==> src/rtl/bfn_pkg.sv <==
`timescale 1ns / 1ps
// ----------------------------------------------------------------------------
// bfn_pkg: shared types and constants of the bitmap find-next-bit block
// Sizes of the bitmap, opcode and command kind codes, the queue word type
// and the lowest-set-bit encoder used by the scan engine.
// ----------------------------------------------------------------------------
package bfn_pkg;

  // bitmap geometry
  localparam int NUM_WORDS  = 64;
  localparam int WORD_BITS  = 64;
  localparam int TOTAL_BITS = NUM_WORDS * WORD_BITS;
  localparam int WORD_AW    = (NUM_WORDS > 1) ? $clog2(NUM_WORDS) : 1;
  localparam int BIT_SEL_W  = 6;

  // field widths of the interface
  localparam int OP_W   = 2;
  localparam int WIDX_W = 6;
  localparam int IDX_W  = 13;

  // opcodes
  localparam logic [OP_W-1:0] OP_WRITE = 2'd0;
  localparam logic [OP_W-1:0] OP_SET   = 2'd1;
  localparam logic [OP_W-1:0] OP_ZERO  = 2'd2;

  // command kinds after classification
  localparam logic [1:0] KIND_WRITE  = 2'd0;
  localparam logic [1:0] KIND_SEARCH = 2'd1;
  localparam logic [1:0] KIND_EMPTY  = 2'd2;

  // command queue depth
  localparam int QDEPTH = 2;
  localparam int QPW    = (QDEPTH > 1) ? $clog2(QDEPTH) : 1;
  localparam int QCW    = $clog2(QDEPTH + 1);

  // one classified command word
  typedef struct packed {
    logic [1:0]           kind;
    logic                 want_zero;
    logic [WORD_AW-1:0]   waddr;
    logic [WORD_BITS-1:0] wdata;
    logic [IDX_W-1:0]     limit;
    logic [WORD_AW-1:0]   first_word;
    logic [WORD_AW-1:0]   last_word;
    logic [BIT_SEL_W-1:0] start_lo;
    logic [BIT_SEL_W-1:0] tail;
  } cmd_t;

  // position of the lowest set bit of a word (zero for an empty word)
  function automatic logic [BIT_SEL_W-1:0] lowest_set(input logic [WORD_BITS-1:0] w);
    logic [BIT_SEL_W-1:0] n;
    n = '0;
    for (int i = WORD_BITS - 1; i >= 0; i--) begin
      if (w[i]) n = BIT_SEL_W'(i);
    end
    return n;
  endfunction

endpackage

==> src/rtl/bfn_front.sv <==
`timescale 1ns / 1ps
// ----------------------------------------------------------------------------
// bfn_front: command intake and classification
// Decodes each accepted word, works out the word range and edge positions of
// a search, and holds the result in a short queue for the scan engine.
// ----------------------------------------------------------------------------
module bfn_front (
  input  logic                                    clk,
  input  logic                                    rst,
  input  logic                                    start,
  output logic                                    busy,
  input  logic [bfn_pkg::OP_W-1:0]                opcode,
  input  logic [bfn_pkg::WIDX_W-1:0]              word_index,
  input  logic [bfn_pkg::WORD_BITS-1:0]           word_data,
  input  logic [bfn_pkg::IDX_W-1:0]               start_bit,
  input  logic [bfn_pkg::IDX_W-1:0]               limit_bits,
  output logic                                    q_valid,
  output bfn_pkg::cmd_t                           q_head,
  input  logic                                    q_pop
);
  import bfn_pkg::*;

  cmd_t           q [QDEPTH];
  logic [QPW-1:0] wr_ptr;
  logic [QPW-1:0] rd_ptr;
  logic [QCW-1:0] count;
  cmd_t           cmd;
  logic           keep;
  logic           push;

  // classify the incoming word
  always_comb begin
    int span_i;
    span_i = (int'(limit_bits) < TOTAL_BITS) ? int'(limit_bits) : TOTAL_BITS;
    cmd            = '0;
    cmd.waddr      = WORD_AW'(word_index);
    cmd.wdata      = word_data;
    cmd.limit      = limit_bits;
    cmd.want_zero  = (opcode == OP_ZERO);
    cmd.first_word = WORD_AW'(start_bit >> BIT_SEL_W);
    cmd.last_word  = WORD_AW'((span_i - 1) >> BIT_SEL_W);
    cmd.start_lo   = start_bit[BIT_SEL_W-1:0];
    cmd.tail       = BIT_SEL_W'(span_i);
    keep           = 1'b0;
    unique case (opcode) inside
      OP_WRITE: begin
        cmd.kind = KIND_WRITE;
        keep     = (int'(word_index) < NUM_WORDS);
      end
      OP_SET, OP_ZERO: begin
        cmd.kind = (int'(start_bit) >= span_i) ? KIND_EMPTY : KIND_SEARCH;
        keep     = 1'b1;
      end
      default: begin
        cmd.kind = KIND_EMPTY;
        keep     = 1'b0;
      end
    endcase
  end

  assign busy    = (count == QCW'(QDEPTH));
  assign push    = start && !busy && keep;
  assign q_valid = (count != '0);
  assign q_head  = q[rd_ptr];

  // queue storage
  always_ff @(posedge clk) begin
    if (push) q[wr_ptr] <= cmd;
  end

  // queue pointers and fill count
  always_ff @(posedge clk) begin
    if (rst) begin
      wr_ptr <= '0;
      rd_ptr <= '0;
      count  <= '0;
    end else begin
      if (push) wr_ptr <= wr_ptr + 1'b1;
      if (q_pop) rd_ptr <= rd_ptr + 1'b1;
      if (push && !q_pop) count <= count + 1'b1;
      else if (!push && q_pop) count <= count - 1'b1;
    end
  end

  a_count_bound: assert property (@(posedge clk) disable iff (rst)
    count <= QCW'(QDEPTH))
    else $error("command queue over-filled");

  a_no_pop_empty: assert property (@(posedge clk) disable iff (rst)
    q_pop |-> q_valid)
    else $error("pop from empty command queue");

endmodule

==> config.mk <==
export PLATFORM = sky130hd
export DESIGN_NAME = bfn_front
export DESIGN_NICKNAME = d
export VERILOG_FILES = /design/src/rtl/bfn_pkg.sv /design/src/rtl/bfn_front.sv
export SDC_FILE = /design/constraint.sdc
export NUM_CORES = 1
export LEC_CHECK = 0
export BUFFER_PORTS_ARGS = -buffer_cell sky130_fd_sc_hd__clkbuf_2
export CAP_MARGIN = 20
export CORE_MARGIN = 2
export CORE_UTILIZATION = 40
export DETAILED_ROUTE_END_ITERATION = 8
export GPL_ROUTABILITY_DRIVEN = 0
export PLACE_DENSITY = 0.72
export SLEW_MARGIN = 20
export SYNTH_ARGS = -nofsm -noshare
export SYNTH_HDL_FRONTEND = slang
export SYNTH_SLANG_ARGS = --single-unit
export TNS_END_PERCENT = 5
==> constraint.sdc <==
create_clock -name clk -period 8.75 [get_ports clk]
set_clock_uncertainty 0.2 [all_clocks]
set_input_delay 1.3125 -clock clk [delete_from_list [all_inputs] [get_ports clk]]
set_output_delay 1.3125 -clock clk [all_outputs]
set_load 0.01 [all_outputs]
==> metrics.md <==
| Metric | Value |
|---|---|
| Status | completed |
| Final Hold Viols | 0 |
| Area leader, netlist | edfxtp_1 |
| Slew HR | 36.1% |
| Setup Buffers After CTS | 0 |
| Sequential Area | 6710 um2 |
| Crit. End Element | primary output |
| Syn avg cell area | 19.4 um2 |
| Die X-Extent | approximately 150 um |
| Post-synth ARST share | 0% |
| CTS tree | done |
| Dpl hpwl | roughly 12000 um |
| Syn-to-layout area delta | 25.3% |
| Core area | around 21000 um2 |
| Hold crit path type | flip-flop to flip-flop |
| Setup_tns | 0 ns |
| Clock latency on the worst-skew pair | 0.50 ns |
| Fmax | roughly 0.24 GHz |
| Fin util | around 51% |
| Total CTS buffers | 24 |
| All-Layer GR Usage | 14.6% |
| # port buffers | 213 |
| Max Slew Vio Count | 0 |
| Num Clock Sinks | roughly 230 |
| DRT Pass-1 Iters | 4 |
| DRT antenna net count | 0 |
| PD cells | about 240 nW/um2 |
| Hold_sp | rd_ptr$_SDFFE_PP0P_ |
| Grt ovf | 0 |
| Crit start category | flip-flop |
| Clock root buffer | clkbuf_16 |
| Commonest non-fill, non-tap cell in the layout | edfxtp_1 |
| Global-route wire length before repair | 25700 um |
| Max-Cap Viols | 0 |
| Post-synth EDFFs | 220 |
| Cells after Synth | 446 |
| Antenna violations before repair | 0 |
| Synth unique cells | 34 |
| Worst Tran Pin Value | 0.958 ns |
| Die area | 22900 um2 |
| Most used DFF post-synth | edfxtp_1 |
| Final #Nets | 795 |
| Unrepaired setup endpoints after global routing | false |
| CTS Hold Buffers Added | 0 |
| VDD IR max | 141 uV |
| Avg WL per Cell | 18.0 um |
| Setup violators final | 0 |
| Placed cells | approximately 900 |
| Top post-synthesis cells by area | edfxtp_1 (76%), mux2_2 (14%), ha_1 (2.5%), dfxtp_1 (1.2%), nand2_1 (0.69%) |
| P_leak | 4.11 nW |
| R2r worst-path depth | 5 |
| Die Span Y | 151 um |
| Longest Clk Path Bufs | 3 |
| Final Cycle Share | 47.6% |
| Largest net degree at the start of global routing | 72 |
| H-Tree Depth | 1 |
| Critical path arrival | 2.66 ns |
| Share of layout cells above drive strength 1 | 53.3% |
| Sequential share of the synthesized area | slightly below 80% |
| R2r setup slk | 5.75 ns |
| Via density per instance | about 4.8 |
| I/O Pins | 214 |
| Clk slew on worst S/H paths | roughly 0.06 ns |
| Post-CTS Resized | 0 |
| Rows | 53 |
| Critical path class | flip-flop to primary output |
| ANT cells | 0 |
| Pwr Total | 2.66 mW |
| Via Count | 4644 |
| Yosys warning count | 0 |
| Post-Syn Nets | 565 |
| Number of global-route vias before repair | 4995 |
| Reg2reg end | q[0][8]$_DFFE_PP_ |
| Initial Util | 41.0% |
| 1st-iter DRT viols | 183 |
| Critical Path RT | 7.24 ns |
| Drc violations | 0 |
| CP Max Fanout | 66 |
| Fill count | around 1700 |
| Wirelength, routed | between 15000 and 20000 um |
| Syn Std Cell Area | a little under 9000 um2 |
| Final Non-Filler Cells | 967 |
| Most frequent cells in the layout | edfxtp_1 (220), clkbuf_2 (213), mux2_2 (110) |
| Area taken by multi-input logic gates | 1870 um2 |
| Synthesized flop and latch total | roughly 230 |
| Hold Path Depth | 2 |
| Final worst path period need | approximately 4.2 ns |
| Post-synth top area share | 76.2% |
| R2r startpoint | count[1]$_SDFFE_PP0P_ |
[cells by family after synthesis]
| kind of cell | Yosys count | share of synthesized area (%) |
|---|---|---|
| AND/OR/NAND/NOR | 49 | 2.96 |
| flip-flops | 225 | 77.4 |
| buffers and inverters | 23 | 1.14 |
| multiplexers | 110 | 14.3 |
| AO/OA/AOI/OAI | 16 | 1.20 |
| adder cells (fa/ha/maj) | 17 | 2.45 |
| XOR/XNOR | 6 | 0.606 |
[stage by stage]
step | setup WS (ns) | hold slack, ns | area [um2]
4_1_cts | 4.51 | 0.338 | 10900
3_5_place_dp | 4.51 | 0.306 | 10100
5_1_grt | 4.41 | 0.375 | 10900
2_1_floorplan | 1.27 | 0.256 | 8670
6_report | 4.58 | 0.330 | 10900
3_3_place_gp | 4.26 | 0.275 | 10100
[state kept, by name, summed over array words and instances (netlist names), named ones only]
| name | cells |
|---|---|
| count | 2 |
| wr_ptr | 1 |
| rd_ptr | 1 |
| q | 220 |
[where the power goes]
group	switching (mW)	total, mW	leakage [nW]	internal (mW)
logic	0.188	0.336	1.65	0.148
clock network	0.389	1.00	0.381	0.610
registers	0.0288	1.32	2.07	1.29
total	0.607	2.66	4.11	2.05
[routing by layer]
metal	routed length (um)	part of all wire (%)	GRT usage (%)	up-vias
li1	-	-	-	2198
met1	7320	42	18.2	2261
met2	8430	49	25.2	162
met3	1380	8.0	4.07	23
met4	225	1.3	3.50	0
met5	0	0	0	-
[cell type report]
class	instances	area share, %
inverters	10	0.346
clock buffers	31	5.97
clock inverters	11	1.27
well taps	275	3.17
flip-flops and latches	225	61.8
repair buffers	217	10.2
multi-input cells	198	17.3
[critical path: stages, from the launching register on]
cell and delay, ns:
dfxtp_4 0.73, buf_4 0.77, mux2_2 0.42, clkbuf_2 0.14
[cells in the mapped netlist, types with 2 or more instances]
master	number
clkbuf_1	2
nor2b_1	6
xor2_1	4
nand2_1	16
nand3_1	3
or3_1	2
nand4_1	2
dfxtp_1	5
ha_1	17
inv_1	10
xnor2_1	2
mux2_2	110
nor2_1	10
buf_2	10
o21ai_0	6
edfxtp_1	220
a21oi_1	4
[worst max path at each step]
stage	slack, ns	endpoint	cells after the start
after floorplan	1.27	q[0][0]$_DFFE_PP_	3
after global placement	4.26	q[0][106]$_DFFE_PP_	5
after detailed placement	4.51	q[0][104]$_DFFE_PP_	6
after CTS	4.51	q_head[24]	3
after global routing	4.41	q_head[94]	3
final	4.58	q_head[2]	3
No activity file was read; power rests on OpenSTA's default activity.
