File: config.mk
export PLATFORM = sky130hd
export DESIGN_NAME = bfn_back
export DESIGN_NICKNAME = d
export VERILOG_FILES = /design/src/rtl/bfn_pkg.sv /design/src/rtl/bfn_ram.sv /design/src/rtl/bfn_back.sv
export SDC_FILE = /design/constraint.sdc
export NUM_CORES = 2
export LEC_CHECK = 0
export ABC_AREA = 1
export BUFFER_PORTS_ARGS = -buffer_cell sky130_fd_sc_hd__buf_2
export CAP_MARGIN = 5
export CORE_UTILIZATION = 45
export CTS_BUF_LIST = sky130_fd_sc_hd__clkbuf_8 sky130_fd_sc_hd__clkbuf_16
export CTS_CLUSTER_SIZE = 16
export DETAILED_ROUTE_END_ITERATION = 6
export REMOVE_ABC_BUFFERS = 1
export SETUP_SLACK_MARGIN = 0.3
export SLEW_MARGIN = 20
export SYNTH_ARGS = -nofsm -noshare
export SYNTH_HDL_FRONTEND = slang
export SYNTH_SLANG_ARGS = --single-unit
File: constraint.sdc
create_clock -name clk -period 5.5 [get_ports clk]
set_input_delay 1.1 -clock clk [delete_from_list [all_inputs] [get_ports clk]]
set_output_delay 1.1 -clock clk [all_outputs]
set_load 0.01 [all_outputs]
File: src/rtl/bfn_pkg.sv
`timescale 1ns / 1ps
// ----------------------------------------------------------------------------
// bfn_pkg: shared types and constants of the bitmap find-next-bit block
// Sizes of the bitmap, opcode and command kind codes, the queue word type
// and the lowest-set-bit encoder used by the scan engine.
// ----------------------------------------------------------------------------
package bfn_pkg;

  // bitmap geometry
  localparam int NUM_WORDS  = 64;
  localparam int WORD_BITS  = 64;
  localparam int TOTAL_BITS = NUM_WORDS * WORD_BITS;
  localparam int WORD_AW    = (NUM_WORDS > 1) ? $clog2(NUM_WORDS) : 1;
  localparam int BIT_SEL_W  = 6;

  // field widths of the interface
  localparam int OP_W   = 2;
  localparam int WIDX_W = 6;
  localparam int IDX_W  = 13;

  // opcodes
  localparam logic [OP_W-1:0] OP_WRITE = 2'd0;
  localparam logic [OP_W-1:0] OP_SET   = 2'd1;
  localparam logic [OP_W-1:0] OP_ZERO  = 2'd2;

  // command kinds after classification
  localparam logic [1:0] KIND_WRITE  = 2'd0;
  localparam logic [1:0] KIND_SEARCH = 2'd1;
  localparam logic [1:0] KIND_EMPTY  = 2'd2;

  // command queue depth
  localparam int QDEPTH = 2;
  localparam int QPW    = (QDEPTH > 1) ? $clog2(QDEPTH) : 1;
  localparam int QCW    = $clog2(QDEPTH + 1);

  // one classified command word
  typedef struct packed {
    logic [1:0]           kind;
    logic                 want_zero;
    logic [WORD_AW-1:0]   waddr;
    logic [WORD_BITS-1:0] wdata;
    logic [IDX_W-1:0]     limit;
    logic [WORD_AW-1:0]   first_word;
    logic [WORD_AW-1:0]   last_word;
    logic [BIT_SEL_W-1:0] start_lo;
    logic [BIT_SEL_W-1:0] tail;
  } cmd_t;

  // position of the lowest set bit of a word (zero for an empty word)
  function automatic logic [BIT_SEL_W-1:0] lowest_set(input logic [WORD_BITS-1:0] w);
    logic [BIT_SEL_W-1:0] n;
    n = '0;
    for (int i = WORD_BITS - 1; i >= 0; i--) begin
      if (w[i]) n = BIT_SEL_W'(i);
    end
    return n;
  endfunction

endpackage

File: src/rtl/bfn_ram.sv
`timescale 1ns / 1ps
// ----------------------------------------------------------------------------
// bfn_ram: generic single write, single read memory
// One write port and one read port, read data registered.
// ----------------------------------------------------------------------------
module bfn_ram #(
  parameter int WIDTH = 64,
  parameter int DEPTH = 64
) (
  input  logic                                         clk,
  input  logic                                         we,
  input  logic [((DEPTH > 1) ? $clog2(DEPTH) : 1)-1:0] waddr,
  input  logic [WIDTH-1:0]                             wdata,
  input  logic [((DEPTH > 1) ? $clog2(DEPTH) : 1)-1:0] raddr,
  output logic [WIDTH-1:0]                             rdata
);

  logic [WIDTH-1:0] mem [DEPTH];

  // write port
  always_ff @(posedge clk) begin
    if (we) mem[waddr] <= wdata;
  end

  // registered read port
  always_ff @(posedge clk) begin
    rdata <= mem[raddr];
  end

endmodule

File: src/rtl/bfn_back.sv
`timescale 1ns / 1ps
// ----------------------------------------------------------------------------
// bfn_back: bitmap store and scan engine
// Executes queued commands in order: word writes go to the bitmap memory,
// searches read one bitmap word per cycle and stop at the first match.
// ----------------------------------------------------------------------------
module bfn_back (
  input  logic                       clk,
  input  logic                       rst,
  input  logic                       q_valid,
  input  bfn_pkg::cmd_t              q_head,
  output logic                       q_pop,
  output logic                       done,
  output logic [bfn_pkg::IDX_W-1:0]  found_index,
  output logic                       found
);
  import bfn_pkg::*;

  localparam logic ST_IDLE = 1'b0;
  localparam logic ST_SCAN = 1'b1;

  logic                 state;
  cmd_t                 cur;
  logic [WORD_AW-1:0]   rd_word;
  logic [WORD_AW-1:0]   ev_word;
  logic                 ev_valid;
  logic                 rvalid_q;
  logic [NUM_WORDS-1:0] wvalid;
  logic [WORD_BITS-1:0] rdata;
  logic                 ram_we;
  logic [WORD_BITS-1:0] word_m;
  logic                 hit;
  logic [BIT_SEL_W-1:0] hit_pos;

  assign q_pop  = (state == ST_IDLE) && q_valid;
  assign ram_we = q_pop && (q_head.kind == KIND_WRITE);

  // bitmap memory
  bfn_ram #(
    .WIDTH (WORD_BITS),
    .DEPTH (NUM_WORDS)
  ) u_ram (
    .clk   (clk),
    .we    (ram_we),
    .waddr (q_head.waddr),
    .wdata (q_head.wdata),
    .raddr (rd_word),
    .rdata (rdata)
  );

  // written flags: an unwritten word reads as zero
  always_ff @(posedge clk) begin
    if (rst) begin
      wvalid <= '0;
    end else if (ram_we) begin
      wvalid[q_head.waddr] <= 1'b1;
    end
  end

  // polarity and edge masks on the word under evaluation
  always_comb begin
    logic [WORD_BITS-1:0] data;
    data   = rvalid_q ? rdata : '0;
    word_m = data ^ {WORD_BITS{cur.want_zero}};
    if (ev_word == cur.first_word) word_m = word_m & ({WORD_BITS{1'b1}} << cur.start_lo);
    if ((ev_word == cur.last_word) && (cur.tail != '0)) begin
      word_m = word_m & ((WORD_BITS'(1) << cur.tail) - WORD_BITS'(1));
    end
    hit     = (word_m != '0);
    hit_pos = lowest_set(word_m);
  end

  // sequencer and result register
  always_ff @(posedge clk) begin
    if (rst) begin
      state    <= ST_IDLE;
      ev_valid <= 1'b0;
      done     <= 1'b0;
    end else begin
      done <= 1'b0;
      unique case (state)
        ST_IDLE: begin
          ev_valid <= 1'b0;
          if (q_pop) begin
            cur     <= q_head;
            rd_word <= q_head.first_word;
            if (q_head.kind == KIND_SEARCH) begin
              state <= ST_SCAN;
            end else if (q_head.kind == KIND_EMPTY) begin
              done        <= 1'b1;
              found       <= 1'b0;
              found_index <= q_head.limit;
            end
          end
        end
        ST_SCAN: begin
          ev_valid <= 1'b1;
          ev_word  <= rd_word;
          rvalid_q <= wvalid[rd_word];
          if (rd_word != cur.last_word) rd_word <= rd_word + 1'b1;
          if (ev_valid && hit) begin
            done        <= 1'b1;
            found       <= 1'b1;
            found_index <= IDX_W'({ev_word, hit_pos});
            state       <= ST_IDLE;
            ev_valid    <= 1'b0;
          end else if (ev_valid && (ev_word == cur.last_word)) begin
            done        <= 1'b1;
            found       <= 1'b0;
            found_index <= cur.limit;
            state       <= ST_IDLE;
            ev_valid    <= 1'b0;
          end
        end
        default: state <= ST_IDLE;
      endcase
    end
  end

  a_rd_range: assert property (@(posedge clk) disable iff (rst)
    (state == ST_SCAN) |-> (rd_word >= cur.first_word && rd_word <= cur.last_word))
    else $error("read address outside search range");

  a_ev_range: assert property (@(posedge clk) disable iff (rst)
    (state == ST_SCAN && ev_valid) |-> (ev_word <= cur.last_word))
    else $error("evaluated word past last word");

  a_scan_result: assert property (@(posedge clk) disable iff (rst)
    (state == ST_SCAN && ev_valid && (hit || ev_word == cur.last_word))
      |=> (done && state == ST_IDLE))
    else $error("scan did not finish with a result");

endmodule

==> impl_metrics.csv <==
group,metric,value,unit
status,status,"complete, but fails checks",
status,violations,"DRC, setup timing",
global_routing,grt_start_max_net_pins,177,
global_routing,number_of_global_route_vias_before_repair,108923,
setup_path,worst-path-max-fanout,4,
sta,max_slew_margin,21.4,%
drt,dr_wl_met2,275000,um
sta,worst-slew-pin-transition,1180,ps
setup_path,cp-end-kind,"flop",
die,rows,224,
sta,clock.fmax,0.167,GHz
drt,met1_length,231000,um
sta,skew,77.6,ps
sta,report.final.slew_viol_count,0,
synthesis,synth.yosys.warnings,0,
sta,fin_worst_hold_slack,311,ps
cells_and_area,ff_latch_area,128000,um^2
sta,final_hold_viol_count,0,
synthesis,synth_flop_cell,"sky130_fd_sc_hd__edfxtp_1",
drt,routed_via_density,6.27,
drt,topRoutingLayerUsed,"met5",
global_routing,initial_antenna_violation_count,49,
clocking,cts.hold.buffers_added,0,
setup_path,timing.critical_path.slowest_cell_delay,490,ps
setup_path,worst_path_most_repeated_cell,"sky130_fd_sc_hd__nand2_1",
cells_and_area,num-nets-final,13338,
sta,rsz_0062_raised_after_global_routing,"yes",
cells_and_area,multi_input_comb_area,38400,um^2
die,pin_count,129,
synthesis,synth_area_per_cell,13.1,um^2
clocking,clock_latency_of_the_later_clocked_register_in_the_worst_skew_pair,1010,ps
drt,first_iter_violations,17026,
clocking,cts_made_buffers,433,
cells_and_area,layout-area-overhead-vs-synth,15.5,%
drt,drc,1,
sta,fraction_of_the_cycle_the_final_worst_path_needs,109,%
placed_design,post-dp-hpwl,310000,um
sta,timing.final.ws_setup,-501,ps
synthesis,synth_area,169000,um^2
setup_path,worstPathRequired,6230,ps
placed_design,pre_cts_ws,-865,ps
flow_run,maxCapViolations,0,
clocking,numClockSinks,4292,
power_and_ir_drop,power-per-cell-area,354,nW/um^2
die,core_region_area,373000,um^2
global_routing,grt.overflow.total,0,
drt,detail_route.wl_per_cell,32.0,um
clocking,tritoncts,"done",
die,die_height,615,um
drt,routed_wl,594000,um
drt,routed-via-count,116365,
min_path,hold-path-endpoint,"cur[14]",
global_routing,groute.usage.overall,30.5,%
sta,timing.final.setup_violations,18,
die,floorplan.die.width,615,um
clocking,clkSlewWorstSetupHoldPaths,70,ps
cells_and_area,layout.cells.most_common_list,"4161 x sky130_fd_sc_hd__edfxtp_1, 2350 x sky130_fd_sc_hd__nor2_1, 2141 x sky130_fd_sc_hd__o21ai_0",
setup_path,worst_r2r_endpoint,"found_index[0]",
sta,period_minus_slack,6000,ps
synthesis,asyncSetResetFlopFracSynth,0,%
power_and_ir_drop,power_leakage,63.0,nW
die,effective_utilization_at_floorplan,45.3,%
power_and_ir_drop,vdd_drop_max,0.302,mV
drt,drt-pass1-iter-count,7,
cells_and_area,fillers,30849,
cells_and_area,drive_gt1_share,12.3,%
setup_path,regToRegSetupSlack,-500,ps
die,design.die.area,378000,um^2
setup_path,reg2reg_from,"cur[1]",
synthesis,synth_sequential_area_ratio,75.5,%
setup_path,timing.critical_path.slowest_stage_cell,"sky130_fd_sc_hd__edfxtp_1",
setup_path,worst_r2r_path_depth,76,
synthesis,synthCells,12866,
min_path,origin_of_the_worst_min_delay_path,"q_head[14]",
drt,met3_length,59400,um
drt,antenna_left,0,
cells_and_area,final_common_cell,"sky130_fd_sc_hd__edfxtp_1",
min_path,hp-class,"input pin to flop",
placed_design,placer_congestion_estimate,0.928,
setup_path,worstPathArrival,6740,ps
synthesis,postSynthRegisterBits,4292,
synthesis,synth.distinct_cells,53,
placed_design,port_buffers,128,
global_routing,grt_pass1_wl,825000,um
min_path,hold_depth,1,
setup_path,criticalPathCategory,"flop to flop",
synthesis,number_of_flops_mapped_to_enable_cells_by_yosys,4161,
clocking,h-tree-depth,5,
clocking,clock-root-buffer,"sky130_fd_sc_hd__clkbuf_16",
setup_path,startpoint_type,"flop",
clocking,cts_max_path_buffers,4,
## stage by stage
step / TNS, ps / power [mW] / area, um^2 / util, % / cells
floorplan: - / 39.6 / 165000 / - / 11923
finish: -775 / 69.1 / 195000 / 52.3 / 18559
global placement: -1200 / 41.1 / 180000 / 48.2 / 17671
global route: -6580 / 70.8 / 195000 / 52.3 / 18550
detailed placement: -1110 / 41.2 / 180000 / 48.2 / 17671
CTS: -3050 / 69.2 / 194000 / 52.1 / 18510
## routing by layer
metal	vias to the layer above	GRT usage [%]
li1	49239	-
met1	58826	41.6
met2	6954	48.1
met3	1320	5.46
met4	26	13.2
met5	-	0
## cells by family after synthesis
| group | synth area share [%] |
|---|---|
| buffers and inverters | 2.41 |
| AO/OA/AOI/OAI | 12.7 |
| XOR/XNOR | 0.410 |
| flip-flops | 75.5 |
| AND/OR/NAND/NOR | 8.92 |
| adder cells (fa/ha/maj) | 0.0148 |
## how the worst max path moves through the flow
stage                from  depth (start not counted)             end
4_1_cts            cur[1]                         77  found_index[0]
5_1_grt            cur[1]                         77  found_index[0]
6_report           cur[1]                         76  found_index[0]
2_1_floorplan  rd_word[0]                          8        rvalid_q
3_5_place_dp       cur[1]                         73  found_index[0]
3_3_place_gp       cur[1]                         75  found_index[0]
## state kept, by name (all words and copies together) (netlist names)
register,cells
u_ram.mem,4096
u_ram.rdata,64
wvalid,64
cur,38
found_index,13
ev_word,6
rd_word,6
done,1
ev_valid,1
found,1
rvalid_q,1
state,1
## synth_stat cells, types with 3 or more instances
library cell | n | area share [%]
sky130_fd_sc_hd__nor2_1 | 2454 | 5.5
sky130_fd_sc_hd__xor2_1 | 73 | 0.38
sky130_fd_sc_hd__clkbuf_1 | 860 | 1.9
sky130_fd_sc_hd__edfxtp_1 | 4161 | 74
sky130_fd_sc_hd__o21ai_0 | 2147 | 6.4
sky130_fd_sc_hd__nand4_1 | 161 | 0.60
sky130_fd_sc_hd__o221ai_1 | 425 | 2.2
sky130_fd_sc_hd__a31oi_1 | 68 | 0.25
sky130_fd_sc_hd__nor2_2 | 7 | 0.026
sky130_fd_sc_hd__dfxtp_1 | 131 | 1.6
sky130_fd_sc_hd__a21oi_1 | 183 | 0.54
sky130_fd_sc_hd__a32o_1 | 62 | 0.37
sky130_fd_sc_hd__a221o_1 | 4 | 0.024
sky130_fd_sc_hd__nor4_1 | 5 | 0.019
sky130_fd_sc_hd__xnor2_1 | 6 | 0.031
sky130_fd_sc_hd__o31ai_1 | 3 | 0.013
sky130_fd_sc_hd__nor3_1 | 33 | 0.098
sky130_fd_sc_hd__buf_1 | 62 | 0.14
sky130_fd_sc_hd__inv_1 | 112 | 0.25
sky130_fd_sc_hd__o22ai_1 | 625 | 2.3
sky130_fd_sc_hd__nand2_1 | 749 | 1.7
sky130_fd_sc_hd__o211ai_1 | 121 | 0.54
sky130_fd_sc_hd__clkinv_1 | 6 | 0.013
sky130_fd_sc_hd__nor2_4 | 4 | 0.027
sky130_fd_sc_hd__o21bai_1 | 5 | 0.022
sky130_fd_sc_hd__nand3_1 | 323 | 0.96
sky130_fd_sc_hd__a22o_1 | 3 | 0.016
sky130_fd_sc_hd__buf_2 | 18 | 0.053
sky130_fd_sc_hd__inv_2 | 15 | 0.033
sky130_fd_sc_hd__o2111ai_1 | 3 | 0.016
## worst max-delay path, delay by kind of cell, from the launching register on
family | cells | cell delay (ps)
buffers and inverters | 3 | 370
flip-flops | 1 | 490
AND/OR/NAND/NOR | 73 | 4940
## area by class of cell
type | instances | area share, %
Clock buffer | 443 | 5.63
Tap cell | 4972 | 3.19
Inverter | 133 | 0.287
Antenna cell | 19 | 0.0244
Timing Repair Buffer | 865 | 4.49
Sequential cell | 4292 | 65.4
Clock inverter | 337 | 1.35
Multi-Input combinational cell | 7498 | 19.7
## power by group
group / switching [mW] / internal (mW)
logic: 3.32 / 1.26
clock network: 12.6 / 15.8
registers: 0.120 / 36.0
total: 16.1 / 53.0
## repair_timing
item | in CTS | in global routing
setup buffers | 59 | 24
endpoints found under the hold margin | 0 | 0
cloned | 0 | 3
endpoints found under the setup margin | 24 | 31
gates resized for setup | 61 | 156
pin swaps | 26 | 48
Note: power is estimated with default switching activity, not from simulation.
